### config.mk
export PLATFORM = sky130hd
export DESIGN_NAME = sah_hash
export DESIGN_NICKNAME = d
export VERILOG_FILES = /design/src/hdl/sample_address_histogram_top_assert.svh /design/src/hdl/sah_pkg.sv /design/src/hdl/sah_hash.sv
export SDC_FILE = /design/constraint.sdc
export NUM_CORES = 2
export LEC_CHECK = 0
export BUFFER_PORTS_ARGS = -buffer_cell sky130_fd_sc_hd__buf_2
export CORE_AREA = 3 3 311 313
export CTS_CLUSTER_DIAMETER = 50
export CTS_CLUSTER_SIZE = 12
export DETAILED_ROUTE_END_ITERATION = 16
export DIE_AREA = 0 0 314 316
export PLACE_DENSITY = 0.53
export SKIP_LAST_GASP = 1
export SLEW_MARGIN = 25
export SYNTH_ARGS = -nofsm -noshare
export SYNTH_HDL_FRONTEND = slang
export SYNTH_SLANG_ARGS = --single-unit
### constraint.sdc
create_clock -name clk -period 8.6 [get_ports clk]
set_input_delay 0.43 -clock clk [delete_from_list [all_inputs] [get_ports clk]]
set_output_delay 0.43 -clock clk [all_outputs]
set_load 0.01 [all_outputs]
### src/hdl/sample_address_histogram_top_assert.svh
// assertion macros for the sample address histogram
// used by files that include it by name, expects clk and rst_n in scope
`ifndef SAMPLE_ADDRESS_HISTOGRAM_TOP_ASSERT_SVH
`define SAMPLE_ADDRESS_HISTOGRAM_TOP_ASSERT_SVH

`ifndef NO_ASSERTIONS
`define SAH_ASSERT(label, prop) \
    label: assert property (@(posedge clk) disable iff (!rst_n) prop) \
        else $error("sample address histogram check failed");
`define SAH_ASSERT_IMPLIES(label, ante, cons) \
    label: assert property (@(posedge clk) disable iff (!rst_n) (ante) |-> (cons)) \
        else $error("sample address histogram check failed");
`else
`define SAH_ASSERT(label, prop)
`define SAH_ASSERT_IMPLIES(label, ante, cons)
`endif

`endif

### src/hdl/sah_pkg.sv
// shared types, constants and helper functions of the sample address histogram
// no dependencies
package sah_pkg;

    localparam int INDEX_BITS_DEF = 16;
    localparam int ADDR_W = 64;
    localparam int COUNT_W = 32;
    localparam int SLOT_W = 16;
    localparam int STATUS_W = 2;

    localparam logic [ADDR_W-1:0] FIB_MULT = 64'h9E37_79B9_7F4A_7C15;

    localparam logic FUNC_RECORD = 1'b0;
    localparam logic FUNC_READ = 1'b1;

    localparam logic [STATUS_W-1:0] STATUS_HIT = 2'd0;
    localparam logic [STATUS_W-1:0] STATUS_NEW = 2'd1;
    localparam logic [STATUS_W-1:0] STATUS_DROP = 2'd2;
    localparam logic [STATUS_W-1:0] STATUS_READ = 2'd3;

    typedef struct packed {
        logic [ADDR_W-1:0] address;
        logic [COUNT_W-1:0] count;
    } entry_t;

    function automatic logic [ADDR_W-1:0] sat_inc64(input logic [ADDR_W-1:0] v);
        return (v == '1) ? v : v + 1'b1;
    endfunction

    function automatic logic [COUNT_W-1:0] sat_inc32(input logic [COUNT_W-1:0] v);
        return (v == '1) ? v : v + 1'b1;
    endfunction

endpackage

### src/hdl/sah_hash.sv
// fibonacci hash: 64-bit product modulo 2^64 from one shared 32x32 multiplier
// over four steps, index taken from the top bits; depends on sah_pkg
module sah_hash #(
    parameter int INDEX_BITS = sah_pkg::INDEX_BITS_DEF
) (
    input  logic                        clk,
    input  logic                        rst_n,
    input  logic                        start,
    input  logic [sah_pkg::ADDR_W-1:0]  address,
    output logic                        done,
    output logic [INDEX_BITS-1:0]       index
);
    import sah_pkg::*;

    logic [ADDR_W-1:0] addr_reg;
    logic [ADDR_W-1:0] acc_reg;
    logic [ADDR_W-1:0] prod_reg;
    logic [1:0] step_reg;
    logic busy_reg;
    logic done_reg;
    logic [31:0] op_a;
    logic [31:0] op_b;
    logic [ADDR_W-1:0] prod;

    always_comb
    begin
        case (step_reg)
            2'd0:
            begin
                op_a = addr_reg[31:0];
                op_b = FIB_MULT[31:0];
            end
            2'd1:
            begin
                op_a = addr_reg[63:32];
                op_b = FIB_MULT[31:0];
            end
            default:
            begin
                op_a = addr_reg[31:0];
                op_b = FIB_MULT[63:32];
            end
        endcase
    end

    assign prod = op_a * op_b;

    always_ff @(posedge clk or negedge rst_n)
    begin
        if (!rst_n)
        begin
            busy_reg <= 1'b0;
            done_reg <= 1'b0;
            step_reg <= 2'd0;
        end
        else
        begin
            done_reg <= 1'b0;
            if (start)
            begin
                busy_reg <= 1'b1;
                step_reg <= 2'd0;
            end
            else if (busy_reg)
            begin
                step_reg <= step_reg + 2'd1;
                if (step_reg == 2'd3)
                begin
                    busy_reg <= 1'b0;
                    done_reg <= 1'b1;
                end
            end
        end
    end

    // cross terms only reach the upper half of the product
    always_ff @(posedge clk)
    begin
        if (start)
        begin
            addr_reg <= address;
        end
        else if (busy_reg)
        begin
            prod_reg <= prod;
            case (step_reg)
                2'd1:    acc_reg <= prod_reg;
                2'd2:    acc_reg <= acc_reg + {prod_reg[31:0], 32'd0};
                2'd3:    acc_reg <= acc_reg + {prod_reg[31:0], 32'd0};
                default: acc_reg <= acc_reg;
            endcase
        end
    end

    assign done = done_reg;
    assign index = acc_reg[ADDR_W-1 -: INDEX_BITS];

endmodule

==> impl_results.md <==
* Post-synth top flop: edfxtp_1
* Worst-case clock skew at 0.0190 ns
* Reg2reg setup slack at 0.19 ns
* WS Path Type: flip-flop to flip-flop
* Crit-path most repeated cell: ha_1
* Startpoint types: flip-flop
* EDFF count, synth at 160
* Post-Synth XOR/XNOR Area at 0.0384
* DR DRC count at 0
* Die Span X at 314 um
* Met3 wire length at 4760 um
* Worst path slowest cell: xnor2_1
* Area of the core at 94600 um^2
* Vias/cell at 4.77
* Worst Setup EP: prod_reg[59]$_DFFE_PP_
* Total Wirelength at 101000 um
* Ys async rst share at 0.0244
* Die Y at 316 um
* CTS Buffer Depth at 2
* Placer congestion estimate at 0.976
* Largest family of logic cells by synthesized area: adder cells
* Post-synthesis adder-cell area fraction at 0.531
* Routed len/inst at 21.1 um
* Cell area after synthesis at 32800 um^2
* Fmax at 119 MHz
* Synth Instances at 3337
* Measured slew at the worst slew-check pin at 0.926 ns
* Slew Limit Fails at 0
* FF-to-FF path depth at 28
* Vias in the first global route at 24200
* Synth Area in Simple Gates at 0.0679
* Max layer used: met4
* Fin area at 36500 um^2
* Met1 Routed Length at 44700 um
* Final #Nets at 4631
* Clk_lat worst skew at 0.50 ns
* CTS H-Tree Depth at 4
* Post-Route Utilization at 0.386
* Fill cells at 9590
* Root buf cell: clkbuf_16
* Number of synthesized register bits at 164
* Worst Path Required at 8.84 ns
* DRT iter0 DRCs at 1572
* Starting Density at 0.347
* Placed cell areas at 35700 um^2
* Synth Area per Inst at 9.84 um^2
* CTS clk-pin slew, worst paths at 0.08 ns
* Post-synthesis compound-gate area fraction at 0.0816
* Synth cell types at 76
* Reg2reg start: step_reg[1]$_DFFE_PN0P_
* Area Growth Syn to Fin at 11.2%
* TritonRoute pass-1 iters at 5
* Worst setup EP type: flip-flop
* DR vias at 22900
* TritonCTS Sinks at 164
* Remaining Overflow, GRT at 0
* Die area at 99200 um^2
* Total I/O pin count at 84
* Antenna cells at 0
* Slew headroom at 0.383
* Non-filler cells in the finished layout at 4797
* WP data arrival at 8.66 ns
* Number of setup violations in the final report at 0
* Initial antenna violation count at 2
* Tmin final at 8.41 ns
* Pin count of the biggest net entering global routing at 66
* I/O Buffers at 83
* First-pass GRT wire length at 151000 um
* HP Class: input pin to flip-flop
* Placed Cells at 4759
* Layout cell share with drive strength beyond 1 at 0.0943
* Period Utilization, post-route at 0.978
* Synthesis Warnings at 0
* Post-synthesis sequential area ratio at 0.149
* CP Max Fanout at 12
* Final antenna-violating net count at 0
* Max incr delay on CP at 0.52 ns
* Post-DP HPWL at 89700 um
* Status: finished, final reports clean
* Met2 routed WL at 48700 um
* CTS tree: built
* Fin. Hold Viols at 0
* Site row count at 113
* Post-synthesis mux area share at 0.0126
* MaxCap Viol Count at 0
* Worst R2R End: prod_reg[59]$_DFFE_PP_
* Worst Setup SP: step_reg[1]$_DFFE_PN0P_
* CTS Buf Count at 17
* Total GRT Usage at 0.207
-- cell usage after synthesis, types with 27 or more instances --
master,count,area [um^2]
a21o_1,55,413
a21oi_1,139,696
clkbuf_1,81,304
edfxtp_1,160,4800
fa_1,579,11600
ha_1,466,5830
inv_1,903,3390
nand2_1,203,762
nand3_1,27,135
nor2_1,140,526
o21ai_0,71,355
xnor2_1,108,946
xor2_1,36,315
-- area by class of cell --
type	instances	area, um^2	area share
multi-input cells	2182	24300	0.664
inverters	909	3420	0.0936
flip-flops and latches	164	4900	0.134
clock buffers	18	429	0.0118
clock inverters	14	165	0.00452
repair buffers	245	1750	0.0480
well taps	1265	1580	0.0434
-- per-layer routing --
metal | up-vias | GRT usage
li1 | 10700 | -
met1 | 11400 | 0.280
met2 | 563 | 0.348
met3 | 110 | 0.0289
met4 | 0 | 0.0600
met5 | - | 0
-- metrics by stage --
step / setup TNS, ns / setup slack, ns / hold slack, ns
after floorplan: 0 / 0.0981 / 0.134
after global placement: 0 / 0.236 / 0.275
after detailed placement: 0 / 0.179 / 0.278
after CTS: 0 / 0.166 / 0.0655
after global routing: -0.0200 / -0.0143 / 0.0763
final: 0 / 0.188 / 0.101
-- worst max-delay path, delay by kind of cell (launching register included) --
kind | cells | cell delay (ns)
mux | 1 | 0.46
compound gates | 7 | 1.73
flops | 1 | 0.43
fa+ha+maj | 10 | 3.36
buf+inv | 5 | 1.01
xor+xnor | 2 | 0.61
simple gates | 3 | 0.52
-- timing repair --
| item | 4_1_cts | 5_1_grt |
|---|---|---|
| gates resized for setup | 0 | 28 |
| endpoints found under the hold margin | 4 | 0 |
| setup endpoints to repair | 0 | 16 |
| setup buffers | 0 | 4 |
| hold buffers | 1 | 0 |
-- cell families after synthesis --
group,after synthesis
buffers and inverters,1022
flip-flops,164
AND/OR/NAND/NOR,496
multiplexers,39
XOR/XNOR,144
other,2
AO/OA/AOI/OAI,424
adder cells (fa/ha/maj),1046
-- worst min-delay path by stage --
stage / startpoint / end / slack (ns) / cells after the start
after floorplan: rst_n / busy_reg$_DFF_PN0_ / 0.13 / 0
after global placement: rst_n / done$_DFF_PN0_ / 0.28 / 1
after detailed placement: rst_n / done$_DFF_PN0_ / 0.28 / 1
after CTS: address[2] / addr_reg[2]$_DFFE_PP_ / 0.07 / 1
after global routing: address[34] / addr_reg[34]$_DFFE_PP_ / 0.08 / 1
final: address[5] / addr_reg[5]$_DFFE_PP_ / 0.10 / 1
-- cell usage in the layout (no fill, tap or decap), drive strengths merged, types with 19 or more instances in the layout --
| cell | instances |
|---|---|
| xor2 | 36 |
| nor3 | 20 |
| nand3 | 27 |
| ha | 466 |
| inv | 914 |
| conb | 33 |
| buf | 243 |
| fa | 579 |
| mux2i | 20 |
| o21bai | 25 |
| xnor2 | 108 |
| edfxtp | 160 |
| a21oi | 141 |
| o21ai | 90 |
| nor2 | 140 |
| clkbuf | 19 |
| nand2 | 203 |
| mux2 | 19 |
| a21o | 55 |
Power is not shown: default switching activity piles up to over one toggle a cycle in this logic, so the estimate is an artifact.
